**src/sv/skl_pkg.sv**
```systemverilog
`timescale 1ns / 1ps

package skl_pkg;

    localparam int DATA_W = 32;
    localparam int KEEP_W = 5;

    typedef logic signed [DATA_W-1:0] t_value;
    typedef logic [KEEP_W-1:0]        t_keep;

    // per-transaction cell controls; load and clear are broadcast along the cell row
    typedef struct packed {
        logic load;
        logic clear;
        logic in_range;
    } t_cell_ctrl;

endpackage

```
**src/sv/skl_cell.sv**
```systemverilog
`timescale 1ns / 1ps

module skl_cell #(
    parameter bit IS_FRONT = 1'b0
) (
    input  logic                i_clk,
    input  logic                i_rst_n,
    input  skl_pkg::t_cell_ctrl i_ctrl,
    input  skl_pkg::t_value     i_sample,
    input  logic                i_move_in,
    input  skl_pkg::t_value     i_up_value,
    input  logic                i_up_move,
    output logic                o_move,
    output skl_pkg::t_value     o_value,
    output skl_pkg::t_value     o_new_value
);
    import skl_pkg::*;

    t_value r_value;
    t_value n_value;
    logic   w_take;

    // front entry is replaced only by a strictly greater value;
    // further up the value keeps moving past equal entries
    always_comb begin
        if (IS_FRONT) begin
            w_take = r_value < i_sample;
        end else begin
            w_take = r_value <= i_sample;
        end
    end

    assign o_move = i_move_in && i_ctrl.in_range && w_take;

    always_comb begin
        if (i_up_move) begin
            o_new_value = i_up_value;
        end else if (o_move) begin
            o_new_value = i_sample;
        end else begin
            o_new_value = r_value;
        end
    end

    always_comb begin
        n_value = r_value;
        if (i_ctrl.load) begin
            if (i_ctrl.clear) begin
                n_value = '0;
            end else begin
                n_value = o_new_value;
            end
        end
    end

    always_ff @(posedge i_clk) begin
        if (!i_rst_n) begin
            r_value <= '0;
        end else begin
            r_value <= n_value;
        end
    end

    assign o_value = r_value;

endmodule

```
**src/sv/streaming_kth_largest.sv**
```systemverilog
`timescale 1ns / 1ps
// Streaming k-th largest value.
// Input channel: i_in_valid / o_in_stall carry i_sample_value and i_is_last.
// Output channel: o_out_valid / i_out_stall carry o_kth_largest.
// A transaction is taken when valid is high and stall is low.
// i_cfg_we / i_cfg_data write k (keep count); write only while idle.
// k = 0 acts as 1, k above MAX_KEEP acts as MAX_KEEP.
// Each value is inserted into a row of MAX_KEEP sorted cells; one input
// transaction per cycle is sustained while o_in_stall is low. The cell row
// compares all entries in parallel and shifts them by one place at once.
// On a transaction marked last, the k-th largest value, that value included,
// is registered on the output; the row is cleared to zero in the same edge.
// Values that are zero or negative never enter; too few gives 0.
// While the output is stalled with a result pending, o_in_stall is high.
// Reset clears the row to zero, sets k to 1 and empties the output register.
module streaming_kth_largest #(
    parameter int MAX_KEEP = 16
) (
    input  logic                i_clk,
    input  logic                i_rst_n,
    input  logic                i_in_valid,
    output logic                o_in_stall,
    input  skl_pkg::t_value     i_sample_value,
    input  logic                i_is_last,
    output logic                o_out_valid,
    input  logic                i_out_stall,
    output skl_pkg::t_value     o_kth_largest,
    input  logic                i_cfg_we,
    input  skl_pkg::t_keep      i_cfg_data
);
    import skl_pkg::*;

    localparam int IDX_W = $clog2(MAX_KEEP + 1);
    localparam int CNT_W = (IDX_W > KEEP_W) ? IDX_W : KEEP_W;

    t_keep               r_keep_count;
    logic                r_out_valid;
    t_value              r_kth;
    logic                w_accept;
    logic [CNT_W-1:0]    w_keep_ext;
    logic [CNT_W-1:0]    w_k_act;
    t_cell_ctrl          w_ctrl [MAX_KEEP];
    t_value              w_value [MAX_KEEP];
    t_value              w_new [MAX_KEEP];
    logic                w_move [MAX_KEEP];

    assign o_in_stall = r_out_valid && i_out_stall;
    assign w_accept   = i_in_valid && !o_in_stall;

    assign w_keep_ext = CNT_W'(r_keep_count);

    always_comb begin
        if (w_keep_ext == '0) begin
            w_k_act = CNT_W'(1);
        end else if (w_keep_ext > CNT_W'(MAX_KEEP)) begin
            w_k_act = CNT_W'(MAX_KEEP);
        end else begin
            w_k_act = w_keep_ext;
        end
    end

    for (genvar j = 0; j < MAX_KEEP; j++) begin : g_cell
        logic   w_move_in;
        logic   w_up_move;
        t_value w_up_value;

        assign w_ctrl[j].load     = w_accept;
        assign w_ctrl[j].clear    = i_is_last;
        assign w_ctrl[j].in_range = CNT_W'(j) < w_k_act;

        if (j == 0) begin : g_front
            assign w_move_in = 1'b1;
        end else begin : g_body
            assign w_move_in = w_move[j-1];
        end

        if (j == MAX_KEEP - 1) begin : g_top
            assign w_up_move  = 1'b0;
            assign w_up_value = '0;
        end else begin : g_mid
            assign w_up_move  = w_move[j+1];
            assign w_up_value = w_value[j+1];
        end

        skl_cell #(
            .IS_FRONT (j == 0)
        ) u_cell (
            .i_clk       (i_clk),
            .i_rst_n     (i_rst_n),
            .i_ctrl      (w_ctrl[j]),
            .i_sample    (i_sample_value),
            .i_move_in   (w_move_in),
            .i_up_value  (w_up_value),
            .i_up_move   (w_up_move),
            .o_move      (w_move[j]),
            .o_value     (w_value[j]),
            .o_new_value (w_new[j])
        );
    end

    always_ff @(posedge i_clk) begin
        if (!i_rst_n) begin
            r_keep_count <= t_keep'(1);
        end else if (i_cfg_we) begin
            r_keep_count <= i_cfg_data;
        end
    end

    always_ff @(posedge i_clk) begin
        if (!i_rst_n) begin
            r_out_valid <= 1'b0;
        end else if (w_accept && i_is_last) begin
            r_out_valid <= 1'b1;
        end else if (!i_out_stall) begin
            r_out_valid <= 1'b0;
        end
    end

    always_ff @(posedge i_clk) begin
        if (w_accept && i_is_last) begin
            r_kth <= w_new[0];
        end
    end

    assign o_out_valid   = r_out_valid;
    assign o_kth_largest = r_kth;

    a_clear_after_last: assert property (@(posedge i_clk) disable iff (!i_rst_n)
        (w_accept && i_is_last) |=> (w_value[0] == '0))
        else $error("front entry not cleared after last transaction");

    a_front_nonneg: assert property (@(posedge i_clk) disable iff (!i_rst_n)
        !w_value[0][DATA_W-1])
        else $error("front entry negative");

    a_result_source: assert property (@(posedge i_clk) disable iff (!i_rst_n)
        $rose(o_out_valid) |-> $past(w_accept && i_is_last))
        else $error("result without a last transaction");

    a_result_nonneg: assert property (@(posedge i_clk) disable iff (!i_rst_n)
        o_out_valid |-> !o_kth_largest[DATA_W-1])
        else $error("negative result");

endmodule

```
**config.mk**
```make
export PLATFORM = sky130hd
export DESIGN_NAME = streaming_kth_largest
export DESIGN_NICKNAME = d
export VERILOG_FILES = /design/src/sv/skl_pkg.sv /design/src/sv/skl_cell.sv /design/src/sv/streaming_kth_largest.sv
export SDC_FILE = /design/constraint.sdc
export NUM_CORES = 2
export LEC_CHECK = 0
export BUFFER_PORTS_ARGS = -buffer_cell sky130_fd_sc_hd__buf_4
export CAP_MARGIN = 20
export CELL_PAD_IN_SITES_DETAIL_PLACEMENT = 1
export CELL_PAD_IN_SITES_GLOBAL_PLACEMENT = 1
export CORE_MARGIN = 1.5
export CORE_UTILIZATION = 50
export CTS_BUF_LIST = sky130_fd_sc_hd__clkbuf_8
export DETAILED_ROUTE_END_ITERATION = 7
export GPL_TIMING_DRIVEN = 0
export PLACE_DENSITY = 0.95
export SLEW_MARGIN = 20
export SYNTH_ARGS = -nofsm -noshare
export SYNTH_HDL_FRONTEND = slang
export SYNTH_HIERARCHICAL = 1
export SYNTH_SLANG_ARGS = --single-unit
```
**constraint.sdc**
```tcl
create_clock -name i_clk -period 29.9 [get_ports i_clk]
set_input_delay 5.98 -clock i_clk [delete_from_list [all_inputs] [get_ports i_clk]]
set_output_delay 5.98 -clock i_clk [all_outputs]
set_load 0.03 [all_outputs]
```
After elaboration in Yosys (flattened, before gate mapping) --
Cells that the tools add are included.
Cells by class: $lt $le $gt $ge 33, equal/unequal tests 1, mux-type cells 51, reduce and logical (&&, ||, !) cells 66
Operators with widths (number):
- $mux 32 | 47
- $le 32x32->1 | 15
- $reduce_bool 3->1 | 14
- $lt 4x5->1 const A | 8
- $logic_and 1x1->1 | 34
- $lt 32x32->1 | 1
- $reduce_and 2->1 | 15
- $lt 3x5->1 const A | 4
- $lt 1x5->1 const A | 2
- $lt 2x5->1 const A | 2
- $mux 5 | 2
- $gt 5x5->1 const B | 1
- $logic_not 5->1 | 1
- $mux 1 | 2
- $ne 2x1->1 const B | 1
- $reduce_bool 2->1 | 1
- $logic_not 1->1 | 1
Word-level totals: register bits after elaboration 550, input bits 43, logic and storage cells 170

Logic depth before layout (Yosys ltp) --
word-level depth 37, gate-level depth with buffers 120, gate-level depth less buffers 71

Cells and area by module --
The synthesis kept the hierarchy.
Modules (own cells, without submodules):
- skl_cell (g_cell[10].u_cell ...) | times used 15, cells an instance 460, area an instance 3409.5 µm²
- skl_cell (g_cell[0].u_cell) | times used 1, cells an instance 510, area an instance 3858.7 µm²
- streaming_kth_largest | times used 1, cells an instance 84, area an instance 1347.5 µm²

Worst setup path after synthesis --
OpenSTA, ideal clock, no wires.
path type input port to flip-flop, from in i_sample_value[31], to reg g_cell[14].u_cell.r_value[18], setup time 79 ps, arrival 27077 ps, required time 29821 ps, path slack 2744 ps, stages on the path 120, buffers on the path 49, cells stage by stage inv_1 > ha_1 > nand4_1 > nor3_1 > a32o_1 > or3_1 > buf_1 > nand3_2 > buf_2 > nor2_1 > and3_1 > nand4_1 > a211oi_1 > buf_6 > or2_1 > buf_2 > buf_2 > and3_1 > (+84 left out) > nand4_1 > a211oi_1 > buf_6 > or2_1 > buf_2 > buf_2 > and3_1 > nand4_1 > a211oi_1 > buf_6 > or2_1 > buf_2 > buf_2 > and2_1 > clkbuf_1 > clkbuf_1 > a22oi_1 > o211ai_1
Between the ends: word-level cells in the longest chain between the ends 34
Ends and longest elaborated chain:
- start, declared | line streaming_kth_largest.sv:23 | input skl_pkg::t_value i_sample_value,
- $lt 32x32->1 * | line skl_cell.sv:27 | w_take = r_value < i_sample;
- $logic_and 1x1->1 * | line skl_cell.sv:33 | assign o_move = i_move_in && i_ctrl.in_range && w_take;
- net g_cell[1].w_move_in | line streaming_kth_largest.sv:63 | logic w_move_in;
- $logic_and 1x1->1 * (2 in series) | line skl_cell.sv:33
- net g_cell[0].w_up_move | line streaming_kth_largest.sv:64 | logic w_up_move;
- $logic_and 1x1->1 * (2 in series) | line skl_cell.sv:33
- net g_cell[1].w_up_move | line streaming_kth_largest.sv:64
- $logic_and 1x1->1 * (2 in series) | line skl_cell.sv:33
- net g_cell[2].w_up_move | line streaming_kth_largest.sv:64
- (+2 left out)
- net g_cell[3].w_up_move | line streaming_kth_largest.sv:64
- (+2 left out)
- net g_cell[4].w_up_move | line streaming_kth_largest.sv:64
- (+2 left out)
- net g_cell[5].w_up_move | line streaming_kth_largest.sv:64
- (+2 left out)
- net g_cell[6].w_up_move | line streaming_kth_largest.sv:64
- (+2 left out)
- net g_cell[7].w_up_move | line streaming_kth_largest.sv:64
- (+2 left out)
- net g_cell[10].w_move_in | line streaming_kth_largest.sv:63
- (+2 left out)
- net g_cell[11].w_move_in | line streaming_kth_largest.sv:63
- (+2 left out)
- net g_cell[10].w_up_move | line streaming_kth_largest.sv:64
- (+2 left out)
- net g_cell[11].w_up_move | line streaming_kth_largest.sv:64
- $logic_and 1x1->1 * (2 in series) | line skl_cell.sv:33
- net g_cell[12].w_up_move | line streaming_kth_largest.sv:64
- $logic_and 1x1->1 * (2 in series) | line skl_cell.sv:33
- net g_cell[13].w_up_move | line streaming_kth_largest.sv:64
- $logic_and 1x1->1 * (2 in series) | line skl_cell.sv:33
- net g_cell[14].w_up_move | line streaming_kth_largest.sv:64
- $reduce_bool 3->1 (no source line) or $mux 32 (tied branches)
- $reduce_and 2->1 (no source line) or $mux 32 (tied branches)
- end signal, assigned | line skl_cell.sv:60 | r_value <= n_value;
- end, declared | line skl_cell.sv:19 | t_value r_value;
Mark *: on every way through the listed nets, which the timed path passes. The rest lies on a longest branch. A chain may end at the register's enable or synchronous reset.

Final worst setup path --
from in i_sample_value[1], to reg g_cell[14].u_cell.r_value[19]
The elaborated chain is that of the path after synthesis.

==> summary.md <==
| Metric | Value |
|---|---|
| CTS max path bufs | 3 |
| P_sw | 539 uW |
| Post-layout nets | 6,670 |
| Post-Syn Instances | 5,859 |
| Element type at the critical path end | flip-flop |
| Final WL | 197,000 um |
| Slew at the pin with the worst max-slew slack | 1.16 ns |
| Maximum vdd drop | 0.0000291 V |
| Crit path max fanout | 33 |
| DR WL/cell | 26.4 um |
| Setup TNS | 0 ns |
| DRC Markers | 0 |
| Worst Hold Class | flip-flop to flip-flop |
| Antenna Nets Post-Route | 0 |
| Mapped Area | 0.0465 mm2 |
| Run status | finished clean |
| Fin crit share | 97.9% |
| Root buf cell | clkbuf_8 |
| Cell mode on critical path | buf_2 |
| Max Cap Viol | 0 |
| Clk sinks | 550 |
| H-Tree Depth | 3 |
| Reg-to-reg startpoint | g_cell[0].u_cell/o_value[30]$_SDFFE_PN0P_ |
| Largest net degree at the start of global routing | 40 |
| Vias in the first global route | 55,507 |
| Die width | 308 um |
| Core Util, Final | 55.7% |
| Max Freq | 34.2 MHz |
| Critical path buffer and inverter count | 50 |
| Syn Area/Cell | 7.94 um2 |
| CP Launch Type | input pin |
| Starting Density | 50.6% |
| Clock skew | 0.0392 ns |
| Power Dens Cells | 33.6 mW/mm2 |
| CTS tree | done |
| Leading cell type in the layout, fill and taps excluded | o211ai_1 |
| Die H | 308 um |
| DR vias/cell | 7.11 |
| CTS buffer count | 105 |
| Gpl congestion | 0.913 |
| GRT Overall Usage | 39.8% |
| I/O Buffers | 75 |
| Relative slew slack | 22.1% |
| Number of cells on the worst hold path | 2 |
| Initial antenna violation count | 4 |
| Worst Hold Path EP | g_cell[12].u_cell/o_value[14]$_SDFFE_PN0P_ |
| Final Cell Area | 0.0512 mm2 |
| Critical R2R Capture | g_cell[14].u_cell/o_value[19]$_SDFFE_PN0P_ |
| Critical Path Max Stage Delay | 0.41 ns |
| WP data arrival | 29.89 ns |
| CP Class | input pin to flip-flop |
| Final hold vios | 0 |
| Global-route wire length before repair | 305,000 um |
| Core ar. | 0.0919 mm2 |
| CP top delay family | buffers and inverters |
| DP HPWL | 129,000 um |
| Area delta synth->final | 10.2% |
| R2R depth | 118 |
| Max Slew Vio Count | 0 |
| Int Power | 1.18 mW |
| Leakage | 19.4 nW |
| Io pins | 77 |
| Cell Count, Final, Fillers Out | 7,440 |
| R2R Setup Slk | 5.86 ns |
| Pre-antenna DRT Iters | 7 |
| Multi-input combinational cell area | 0.0308 mm2 |
| Sequential power share | 43.5% |
| Clk_lat worst skew | 0.79 ns |
| Synthesis Warnings | 6 |
| Data required, critical path | 30.54 ns |
| Post-DP Area | 0.0489 mm2 |
| Initial drt markers | 6,486 |
| Die footprint | 0.0948 mm2 |
| Clock slew seen by the registers of the worst setup and hold paths | 0.06 ns |
| Clock share of power | 44.2% |
| Gr ovfl total | 0 |
| Layout cells sized above 1 | 6.89% |
| Setup violations, final | 0 |
| Comb power frac | 12.2% |
| # hold bufs at CTS | 0 |
| Cell Rows | 111 |
| Register area | 0.0113 mm2 |
| DP Cell Count | 7,252 |
| Layout filler cell count | 11,402 |
| Sw Ratio | 31.3% |
| Critical path's slowest cell | a2111o_1 |
| Most frequent cells in the layout | o211ai_1 (992), nand3_1 (591), inv_1 (588) |
| Post-route minimum period | 29.26 ns |
| Worst min-delay path startpoint | g_cell[12].u_cell/o_value[14]$_SDFFE_PN0P_ |
| Vias | 52,902 |
==> flip-flops by register name (all words and copies together) (netlist names) <==
| signal | cells |
|---|---|
| g_cell.u_cell/o_value | 512 |
| o_kth_largest | 32 |
| o_out_valid | 1 |
| r_keep_count | 5 |
==> power groups by stage <==
stage | registers [mW] | logic [mW] | clock network, mW
after floorplan | 0.768 | 0.101 | 0
after global placement | 0.765 | 0.178 | 0
after detailed placement | 0.765 | 0.190 | 0
after CTS | 0.749 | 0.195 | 0.761
after global routing | 0.749 | 0.221 | 0.795
final | 0.749 | 0.211 | 0.760
==> timing repair <==
action / 4_1_cts / 5_1_grt
gates resized for setup: 14 / 86
pin swaps: 0 / 2
endpoints found under the setup margin: 62 / 96
setup buffers: 0 / 2
==> worst max-delay path by stage <==
stage | startpoint | end | slack [ns] | depth (start not counted)
6_report | i_sample_value[1] | g_cell[14].u_cell/o_value[19]$_SDFFE_PN0P_ | 0.64 | 119
5_1_grt | i_sample_value[30] | g_cell[14].u_cell/o_value[31]$_SDFFE_PN0P_ | -0.10 | 120
4_1_cts | i_sample_value[31] | g_cell[14].u_cell/o_value[0]$_SDFFE_PN0P_ | 0.06 | 121
3_5_place_dp | i_sample_value[17] | g_cell[14].u_cell/o_value[22]$_SDFFE_PN0P_ | -1.55 | 120
3_3_place_gp | i_sample_value[31] | g_cell[14].u_cell/o_value[3]$_SDFFE_PN0P_ | -0.42 | 121
2_1_floorplan | i_sample_value[31] | g_cell[14].u_cell/o_value[18]$_SDFFE_PN0P_ | 5.70 | 120
==> area by class of cell <==
class	count	area share [%]
Clock inverter	58	0.496
Timing Repair Buffer	79	1.52
Multi-Input combinational cell	4258	60.1
Antenna cell	2	0.00977
Inverter	545	3.99
Sequential cell	550	22.1
Buffer	577	5.30
Clock buffer	128	3.44
Tap cell	1243	3.04
==> metrics by stage <==
stage | setup WS (ns) | power [mW] | hold WS (ns)
2_1_floorplan | 5.70 | 0.868 | 0.482
3_3_place_gp | -0.418 | 0.942 | 0.510
3_5_place_dp | -1.55 | 0.955 | 0.533
4_1_cts | 0.0650 | 1.71 | 0.541
5_1_grt | -0.104 | 1.76 | 0.571
6_report | 0.642 | 1.72 | 0.547
==> worst reg2reg max path: cells and delay by family, from the launching register on <==
family / cells / cell delay, ns
buf+inv: 48 / 9.71
simple gates: 49 / 7.95
compound gates: 20 / 5.45
flops: 1 / 0.46
fa+ha+maj: 1 / 0.33
==> metal layers <==
metal,GRT usage (%),vias to the layer above,share of wire [%],wire (um)
met5,0,-,0.0081,16
met4,27.8,2,7.5,14800
met3,9.48,1244,9.5,18800
met2,64.9,3350,46,90400
met1,45.8,25792,37,72700
li1,-,22514,-,-
No activity file was read; power rests on OpenSTA's default activity.
